**src/design/qsg_pkg.sv**
```systemverilog
// shared types, widths and codes for the quadrature step generator
// used by qsg_incr, qsg_track and quadrature_step_generator
`default_nettype none

package qsg_pkg;

	// position wrap width
	localparam int POS_BITS = 48;

	// field widths
	localparam int ACTION_W   = 2;
	localparam int AMOUNT_W   = 48;
	localparam int SPEED_W    = 32;
	localparam int INTERVAL_W = 32;
	localparam int POSVAL_W   = 48;
	localparam int UNITS_W    = 47;
	localparam int PHASE_W    = 2;
	localparam int STEP_W     = 2;

	// Q16.16 time scaling and increment magnitude width
	localparam int FRAC_BITS = 16;
	localparam int PROD_W    = SPEED_W + INTERVAL_W;
	localparam int MAG_W     = (AMOUNT_W > PROD_W - FRAC_BITS) ? AMOUNT_W : PROD_W - FRAC_BITS;
	localparam int CMP_W     = ((POS_BITS > UNITS_W) ? POS_BITS : UNITS_W) + 1;

	// stream packing
	localparam int S_TDATA_W = AMOUNT_W + SPEED_W + INTERVAL_W + POSVAL_W;
	localparam int S_TUSER_W = ACTION_W;
	localparam int RES_W     = 1 + PHASE_W + STEP_W;
	localparam int M_TDATA_W = ((RES_W + 7) / 8) * 8;

	// configuration port
	localparam int CFG_NUM   = 2;
	localparam int CFG_IDX_W = $clog2(CFG_NUM);
	localparam logic [CFG_IDX_W-1:0] REG_STEP_UNITS    = CFG_IDX_W'(0);
	localparam logic [CFG_IDX_W-1:0] REG_TRIGGER_UNITS = CFG_IDX_W'(1);
	localparam logic [UNITS_W-1:0]   STEP_UNITS_RST    = UNITS_W'(256);
	localparam logic [UNITS_W-1:0]   TRIGGER_UNITS_RST = UNITS_W'(128);

	// action codes
	localparam logic [ACTION_W-1:0] ACT_SHIFT   = 2'd0;
	localparam logic [ACTION_W-1:0] ACT_SPEED   = 2'd1;
	localparam logic [ACTION_W-1:0] ACT_PRELOAD = 2'd2;

	// step codes
	localparam logic [STEP_W-1:0] STEP_NONE = 2'd0;
	localparam logic [STEP_W-1:0] STEP_FWD  = 2'd1;
	localparam logic [STEP_W-1:0] STEP_BWD  = 2'd2;

	// status codes
	localparam logic ST_OK      = 1'b0;
	localparam logic ST_OVERRUN = 1'b1;

	// increment handed from the front stage to the tracker
	typedef struct packed {
		logic [ACTION_W-1:0] action;
		logic                neg;
		logic [MAG_W-1:0]    mag;
		logic [POS_BITS-1:0] preload;
	} qsg_incr_t;

	// one result beat
	typedef struct packed {
		logic [STEP_W-1:0]  step_taken;
		logic [PHASE_W-1:0] phase;
		logic               status;
	} qsg_result_t;

endpackage

`default_nettype wire

```
**src/design/qsg_incr.sv**
```systemverilog
// front stages: input register, then sign/magnitude of the increment
// (direct amount or speed times Q16.16 interval); depends on qsg_pkg
`default_nettype none

module qsg_incr (
	input  wire logic                         clk,
	input  wire logic                         arst_n,
	input  wire logic                         in_valid,
	output logic                              in_ready,
	input  wire logic [qsg_pkg::ACTION_W-1:0]   in_action,
	input  wire logic [qsg_pkg::AMOUNT_W-1:0]   in_amount,
	input  wire logic [qsg_pkg::SPEED_W-1:0]    in_speed,
	input  wire logic [qsg_pkg::INTERVAL_W-1:0] in_interval,
	input  wire logic [qsg_pkg::POSVAL_W-1:0]   in_position,
	output logic                              out_valid,
	input  wire logic                         out_ready,
	output qsg_pkg::qsg_incr_t                out_beat
);
	import qsg_pkg::*;

	logic                  valid_s1;
	logic [ACTION_W-1:0]   action_s1;
	logic [AMOUNT_W-1:0]   amount_s1;
	logic [SPEED_W-1:0]    speed_s1;
	logic [INTERVAL_W-1:0] interval_s1;
	logic [POSVAL_W-1:0]   position_s1;

	logic                  valid_s2;
	qsg_incr_t             beat_s2;

	logic                  ready_s1;
	logic                  ready_s2;
	logic                  amount_neg;
	logic [AMOUNT_W-1:0]   amount_mag;
	logic                  speed_neg;
	logic [SPEED_W-1:0]    speed_mag;
	logic [PROD_W-1:0]     product;
	qsg_incr_t             beat_d;

	assign ready_s2 = !valid_s2 || out_ready;
	assign ready_s1 = !valid_s1 || ready_s2;
	assign in_ready = ready_s1;

	always_ff @(posedge clk or negedge arst_n) begin
		if (!arst_n) begin
			valid_s1 <= 1'b0;
		end else if (ready_s1) begin
			valid_s1 <= in_valid;
		end
	end

	always_ff @(posedge clk) begin
		if (in_valid && ready_s1) begin
			action_s1   <= in_action;
			amount_s1   <= in_amount;
			speed_s1    <= in_speed;
			interval_s1 <= in_interval;
			position_s1 <= in_position;
		end
	end

	// magnitudes; the most negative value maps to its unsigned magnitude
	assign amount_neg = amount_s1[AMOUNT_W-1];
	assign amount_mag = amount_neg ? (AMOUNT_W'(0) - amount_s1) : amount_s1;
	assign speed_neg  = speed_s1[SPEED_W-1];
	assign speed_mag  = speed_neg ? (SPEED_W'(0) - speed_s1) : speed_s1;
	assign product    = PROD_W'(speed_mag) * PROD_W'(interval_s1);

	always_comb begin
		beat_d         = '0;
		beat_d.action  = action_s1;
		beat_d.preload = POS_BITS'($signed(position_s1));
		unique case (action_s1)
			ACT_SHIFT: begin
				beat_d.neg = amount_neg;
				beat_d.mag = MAG_W'(amount_mag);
			end
			ACT_SPEED: begin
				beat_d.neg = speed_neg;
				beat_d.mag = MAG_W'(product >> FRAC_BITS);
			end
			default: begin
				beat_d.neg = 1'b0;
				beat_d.mag = '0;
			end
		endcase
	end

	always_ff @(posedge clk or negedge arst_n) begin
		if (!arst_n) begin
			valid_s2 <= 1'b0;
		end else if (ready_s2) begin
			valid_s2 <= valid_s1;
		end
	end

	always_ff @(posedge clk) begin
		if (valid_s1 && ready_s2) begin
			beat_s2 <= beat_d;
		end
	end

	assign out_valid = valid_s2;
	assign out_beat  = beat_s2;

endmodule

`default_nettype wire

```
**src/design/qsg_track.sv**
```systemverilog
// position tracker: lead of commanded over stepped position, phase,
// step decision and the result register; depends on qsg_pkg
`default_nettype none

module qsg_track (
	input  wire logic                      clk,
	input  wire logic                      arst_n,
	input  wire logic [qsg_pkg::UNITS_W-1:0] step_units,
	input  wire logic [qsg_pkg::UNITS_W-1:0] trigger_units,
	input  wire logic                      in_valid,
	output logic                           in_ready,
	input  wire qsg_pkg::qsg_incr_t        in_beat,
	output logic                           out_valid,
	input  wire logic                      out_ready,
	output qsg_pkg::qsg_result_t           out_result
);
	import qsg_pkg::*;

	// only the difference of the two positions matters for stepping
	logic [POS_BITS-1:0] lead_q;
	logic [PHASE_W-1:0]  phase_q;
	logic                valid_q;
	qsg_result_t         result_q;

	logic                take;
	logic [POS_BITS-1:0] mag_p;
	logic [POS_BITS-1:0] step_p;
	logic [POS_BITS-1:0] diff;
	logic [POS_BITS-1:0] lag;
	logic                overrun;
	logic                go_fwd;
	logic                go_bwd;
	logic [POS_BITS-1:0] lead_d;
	logic [PHASE_W-1:0]  phase_d;
	qsg_result_t         result_d;

	assign in_ready = !valid_q || out_ready;
	assign take     = in_valid && in_ready;

	assign mag_p  = POS_BITS'(in_beat.mag);
	assign step_p = POS_BITS'(step_units);

	// new lead and its negation side by side
	assign diff = in_beat.neg ? (lead_q - mag_p) : (lead_q + mag_p);
	assign lag  = in_beat.neg ? (mag_p - lead_q) : (POS_BITS'(0) - lead_q - mag_p);

	assign overrun = in_beat.mag >= MAG_W'(step_units);
	assign go_fwd  = !diff[POS_BITS-1] && (CMP_W'(diff) > CMP_W'(trigger_units));
	assign go_bwd  = diff[POS_BITS-1] && (CMP_W'(lag) > CMP_W'(trigger_units));

	always_comb begin
		lead_d              = lead_q;
		phase_d             = phase_q;
		result_d.status     = ST_OK;
		result_d.step_taken = STEP_NONE;
		unique case (in_beat.action)
			ACT_SHIFT, ACT_SPEED: begin
				priority if (overrun) begin
					result_d.status = ST_OVERRUN;
				end else if (go_fwd) begin
					lead_d              = diff - step_p;
					phase_d             = phase_q + PHASE_W'(1);
					result_d.step_taken = STEP_FWD;
				end else if (go_bwd) begin
					lead_d              = diff + step_p;
					phase_d             = phase_q - PHASE_W'(1);
					result_d.step_taken = STEP_BWD;
				end else begin
					lead_d = diff;
				end
			end
			ACT_PRELOAD: begin
				lead_d = '0;
			end
			default: begin
				lead_d = lead_q;
			end
		endcase
		result_d.phase = phase_d;
	end

	always_ff @(posedge clk or negedge arst_n) begin
		if (!arst_n) begin
			lead_q  <= '0;
			phase_q <= '0;
			valid_q <= 1'b0;
		end else begin
			if (take) begin
				lead_q  <= lead_d;
				phase_q <= phase_d;
			end
			if (in_ready) begin
				valid_q <= in_valid;
			end
		end
	end

	always_ff @(posedge clk) begin
		if (take) begin
			result_q <= result_d;
		end
	end

	assign out_valid  = valid_q;
	assign out_result = result_q;

endmodule

`default_nettype wire

```
**src/design/quadrature_step_generator.sv**
```systemverilog
// quadrature step generator top: config registers, front stages, tracker
// a taken input beat passes the input register, then the increment register, then the result register
// throughput: one beat per cycle while the result stream is not stalled; the lead/phase loop is combinational
// input ready falls only when all three stage registers hold beats
// async reset: step_units 256, trigger_units 128, positions and phase zero
`default_nettype none

module quadrature_step_generator (
	input  wire logic                           clk,
	input  wire logic                           arst_n,
	// input stream
	input  wire logic                           s_axis_tvalid,
	output logic                                s_axis_tready,
	// amount [47:0], speed [79:48], interval [111:80], position_value [159:112]
	input  wire logic [qsg_pkg::S_TDATA_W-1:0]  s_axis_tdata,
	// action [1:0]
	input  wire logic [qsg_pkg::S_TUSER_W-1:0]  s_axis_tuser,
	// result stream
	output logic                                m_axis_tvalid,
	input  wire logic                           m_axis_tready,
	// status [0], phase [2:1], step_taken [4:3], zero fill above
	output logic [qsg_pkg::M_TDATA_W-1:0]       m_axis_tdata,
	// register writes
	input  wire logic                           cfg_we,
	input  wire logic [qsg_pkg::CFG_IDX_W-1:0]  cfg_index,
	input  wire logic [qsg_pkg::UNITS_W-1:0]    cfg_wdata
);
	import qsg_pkg::*;

	// configuration; the user writes it only while the block is idle, not enforced
	logic [UNITS_W-1:0] step_units_q;
	logic [UNITS_W-1:0] trigger_units_q;

	// beat between front stages and tracker
	logic        incr_valid;
	logic        incr_ready;
	qsg_incr_t   incr_beat;
	qsg_result_t result;

	always_ff @(posedge clk or negedge arst_n) begin
		if (!arst_n) begin
			step_units_q    <= STEP_UNITS_RST;
			trigger_units_q <= TRIGGER_UNITS_RST;
		end else if (cfg_we) begin
			unique case (cfg_index)
				REG_STEP_UNITS:    step_units_q    <= cfg_wdata;
				REG_TRIGGER_UNITS: trigger_units_q <= cfg_wdata;
				default: begin
					step_units_q <= step_units_q;
				end
			endcase
		end
	end

	// input register and increment magnitude (two stages)
	qsg_incr u_incr (
		.clk         (clk),
		.arst_n      (arst_n),
		.in_valid    (s_axis_tvalid),
		.in_ready    (s_axis_tready),
		.in_action   (s_axis_tuser[ACTION_W-1:0]),
		.in_amount   (s_axis_tdata[AMOUNT_W-1:0]),
		.in_speed    (s_axis_tdata[AMOUNT_W +: SPEED_W]),
		.in_interval (s_axis_tdata[AMOUNT_W+SPEED_W +: INTERVAL_W]),
		.in_position (s_axis_tdata[AMOUNT_W+SPEED_W+INTERVAL_W +: POSVAL_W]),
		.out_valid   (incr_valid),
		.out_ready   (incr_ready),
		.out_beat    (incr_beat)
	);

	// lead/phase state update and result register
	qsg_track u_track (
		.clk           (clk),
		.arst_n        (arst_n),
		.step_units    (step_units_q),
		.trigger_units (trigger_units_q),
		.in_valid      (incr_valid),
		.in_ready      (incr_ready),
		.in_beat       (incr_beat),
		.out_valid     (m_axis_tvalid),
		.out_ready     (m_axis_tready),
		.out_result    (result)
	);

	assign m_axis_tdata = M_TDATA_W'(result);

	// an overrun never moves the motor
	a_overrun_no_step: assert property (@(posedge clk) disable iff (!arst_n)
		m_axis_tvalid && (result.status == ST_OVERRUN) |-> result.step_taken == STEP_NONE)
		else $error("overrun beat reports a step");

	// step code is one of the three defined codes
	a_step_code: assert property (@(posedge clk) disable iff (!arst_n)
		m_axis_tvalid |-> (result.step_taken == STEP_NONE) ||
			(result.step_taken == STEP_FWD) || (result.step_taken == STEP_BWD))
		else $error("undefined step code on result");

	// with the result register empty the pipeline must take input
	a_ready_when_drained: assert property (@(posedge clk) disable iff (!arst_n)
		!m_axis_tvalid |-> s_axis_tready)
		else $error("input stalled with empty result register");

	// a beat held between stages is not dropped
	a_inner_hold: assert property (@(posedge clk) disable iff (!arst_n)
		incr_valid && !incr_ready |=> incr_valid)
		else $error("inner beat lost while stalled");

endmodule

`default_nettype wire

```
**config.mk**
```make
export PLATFORM = sky130hd
export DESIGN_NAME = quadrature_step_generator
export DESIGN_NICKNAME = d
export VERILOG_FILES = /design/src/design/qsg_pkg.sv /design/src/design/qsg_incr.sv /design/src/design/qsg_track.sv /design/src/design/quadrature_step_generator.sv
export SDC_FILE = /design/constraint.sdc
export NUM_CORES = 2
export LEC_CHECK = 0
export ABC_AREA = 1
export BUFFER_PORTS_ARGS = -buffer_cell sky130_fd_sc_hd__buf_4
export CAP_MARGIN = 20
export CORE_MARGIN = 1
export CORE_UTILIZATION = 30
export DETAILED_ROUTE_END_ITERATION = 10
export SKIP_LAST_GASP = 1
export SLEW_MARGIN = 20
export SYNTH_ARGS = -nofsm -noshare
export SYNTH_HDL_FRONTEND = slang
export SYNTH_SLANG_ARGS = --single-unit
```
**constraint.sdc**
```tcl
create_clock -name clk -period 15.2 [get_ports clk]
set_input_delay 1.52 -clock clk [delete_from_list [all_inputs] [get_ports clk]]
set_output_delay 1.52 -clock clk [all_outputs]
set_load 0.05 [all_outputs]
```
==> flow_metrics.tcl <==
set metrics [dict create \
    status "completed" \
    synth_xor_area_share_pct 2.87 \
    clock_latency_ps 680 \
    path_class "reg2reg" \
    yosys.cell_count.top_type "inv_1" \
    cts_max_level 2 \
    die_w_um 477 \
    synthMuxAreaShare_pct 0.0444 \
    area_growth_pct 8.68 \
    slew_headroom_pct 17.0 \
    slowest_delay_ps 1120 \
    synth_cell_type_count 72 \
    synth_compound_area_share_pct 12.0 \
    dominantRegCellSynth "edfxtp_1" \
    first_iter_violations 5622 \
    instances_no_fill 12200 \
    hp-start "trigger_units_q[5]" \
    synth_area_leader_cell "fa_1" \
    overflow 0 \
    synthSimpleGateAreaFrac_pct 20.2 \
    worstPathArrival_ps 11770 \
    reg2reg_slack_ps 3810 \
    setup_slack_ps 3810 \
    dieArea_um2 228000 \
    crit_path_end_kind "flop" \
    cp_max_fo 33 \
    crit_path_start_kind "flop" \
    finalSetupTns_ps 0 \
    track_usage_pct 22.3 \
    yosys-top-cells-area "fa_1 (27%), ha_1 (13%), inv_1 (11%)" \
    rsz0062_at_grt "no" \
    viasPerCell 5.03 \
    hpwlAfterDp_mm 210 \
    synth_fa_ha_area_share_pct 39.3 \
    fin_nets 11000 \
    synth_top_family_by_area "adder cells" \
    critPathSlowestCell "clkinv_1" \
    async_reset_ff_share_pct 46.4 \
    required_ps 15580 \
    drv_slew 0 \
    cts_hold_buf 0 \
    hp-class "reg2reg" \
    synth_top_area_share_pct 26.6 \
    ioPinCount 225 \
    drive_gt1_share_pct 4.71 \
    netlist_area_um2 67700 \
    cts_inserted_buffers 42 \
    wirelength_mm 258 \
    cts_tree "done" \
    grt_pass1_wl_mm 383 \
    cts.clk_slew.worst_paths_ps 60 \
    grt_max_degree 95 \
    synth_edf_count 170 \
    drt_first_pass_iters 6 \
    hold_path_end "trigger_units_q[5]" \
    yosysSeqAreaShare_pct 13.0 \
    r2r_end "u_incr.out_beat[85]" \
    cts_max_path_buffers 3 \
    min_period_over_period_pct 74.9 \
    finClkSkew_ps 39.4 \
    finalSetupViolations 0 \
    reg2reg_depth 39 \
    wl_per_cell_um 21.1 \
    synthTopCellsByCount "inv_1 (1913), nand2_1 (1586), nor2_1 (1244)" \
    syn_avg_cell_area_um2 7.35 \
    start_util_pct 30.3 \
    core_region_area_um2 223000 \
    cts-root-buf "clkbuf_16" \
    tightest_slew_ps 1210 \
    max_cap_viol_count 0 \
    hold_viol 0 \
    die_h_um 477 \
    num_rows 173 \
    fin_crit_ps 11390 \
    gp_congestion 1.01 \
    num_vias 61600 \
    insertedDiodeCount 0 \
    fillCellCount 24100 \
    port_buffers 173 \
    ys_seq_elements 317 \
    yosysWarnings 0 \
    post_cts_resized 0 \
    antenna_found_initial 2 \
    min_path_cells 2 \
    grt_pass1_vias 61900 \
    dp_cells 12200 \
    post-cts-setup-buffers 0 \
    syn_inst 9207 \
    cp_common_cell "inv_1" \
    antenna_left 0 \
    reg2reg_from "u_incr.speed_s1[0]" \
    pre_cts_ws_ps 4210 \
    clock_sinks 317 \
    drc_errors 0 \
    max_freq_ghz 0.0878 \
]
metal layers:
metal	vias to the layer above	wire length, um	global-route usage [%]	share of wire (%)
met2	2653	117000	36.2	45
met1	29700	106000	28.7	41
li1	28700	-	-	-
met4	0	15200	11.2	5.9
met3	563	20300	3.45	7.9
met5	-	0	0	0
cell families after synthesis:
kind of cell / count (synthesis)
xor gates and xnor gates: 222
AOI/OAI and AO/OA: 1489
DFF: 317
buffers and inverters: 2240
other: 1
muxes: 3
adders and majority gates: 1585
and+or+nand+nor: 3350
flip-flops by register name, indices dropped and copies added, names as in the netlist:
register	flops
u_track.out_result	5
u_incr.out_beat	51
step_units_q	47
u_incr.interval_s1	32
u_track.lead_q	48
u_incr.action_s1	2
u_incr.amount_s1	48
u_track.out_valid	1
u_incr.valid_s1	1
u_track.phase_q	2
u_incr.out_valid	1
trigger_units_q	47
u_incr.speed_s1	32
worst max-delay path, delay by kind of cell, from the launching register on:
| family | cells | cell delay, ps |
|---|---|---|
| xor+xnor | 1 | 180 |
| buf+inv | 11 | 2080 |
| compound gates | 3 | 1060 |
| flops | 1 | 350 |
| fa+ha+maj | 10 | 4480 |
| simple gates | 14 | 2940 |
cell usage in the layout, fill, tap and decap left out, types with 14 or more instances in the layout:
cell type and instances:
nand2_1 1583, nand3_1 222, nand2_2 15, clkinv_1 26, a31oi_1 76, a21o_1 29, a21boi_0 15, a21oi_1 630
fa_1 900, nor2_4 15, o31ai_1 15, clkbuf_16 44, dfrtp_1 145, buf_4 255, nor4_1 49, o21bai_1 27
o21ai_0 529, xor2_1 183, edfxtp_1 170, o211ai_1 36, o21a_1 29, and3_1 14, o22ai_1 33, nor3_1 87
nor2_1 1241, xnor2_1 39, or2_2 25, ha_1 685, o21ai_1 23, nand4_1 52, inv_1 1909
cell type report:
type	count	area, um^2	area share, %
Multi-Input combinational cell	6652	50400	68.5
Sequential cell	317	8790	11.9
Inverter	1949	7330	9.96
Tap cell	2975	3720	5.06
Timing Repair Buffer	257	1930	2.62
Clock buffer	54	1180	1.60
Clock inverter	24	221	0.301
through the flow:
step / hold slack (ps) / cell area (um^2) / utilization (%)
floorplan: 448 / 67700 / -
global placement: 467 / 72200 / 32.3
detailed placement: 473 / 72200 / 32.3
CTS: 487 / 73600 / 33.0
global route: 504 / 73600 / 33.0
finish: 483 / 73600 / 33.0
worst max path at each step:
| stage | endpoint | depth (start not counted) | start | slack [ps] |
|---|---|---|---|---|
| after floorplan | u_incr.out_beat[77] | 39 | u_incr.speed_s1[0] | 6610 |
| after global placement | u_incr.out_beat[85] | 38 | u_incr.speed_s1[0] | 4240 |
| after detailed placement | u_incr.out_beat[85] | 38 | u_incr.speed_s1[0] | 4210 |
| after CTS | u_incr.out_beat[85] | 38 | u_incr.speed_s1[0] | 4200 |
| after global routing | u_incr.out_beat[77] | 39 | u_incr.speed_s1[0] | 3010 |
| final | u_incr.out_beat[85] | 39 | u_incr.speed_s1[0] | 3810 |
Power is left out: the tool's default activity adds up to more than one toggle a clock period on the data nets, which glitch-free logic cannot reach.
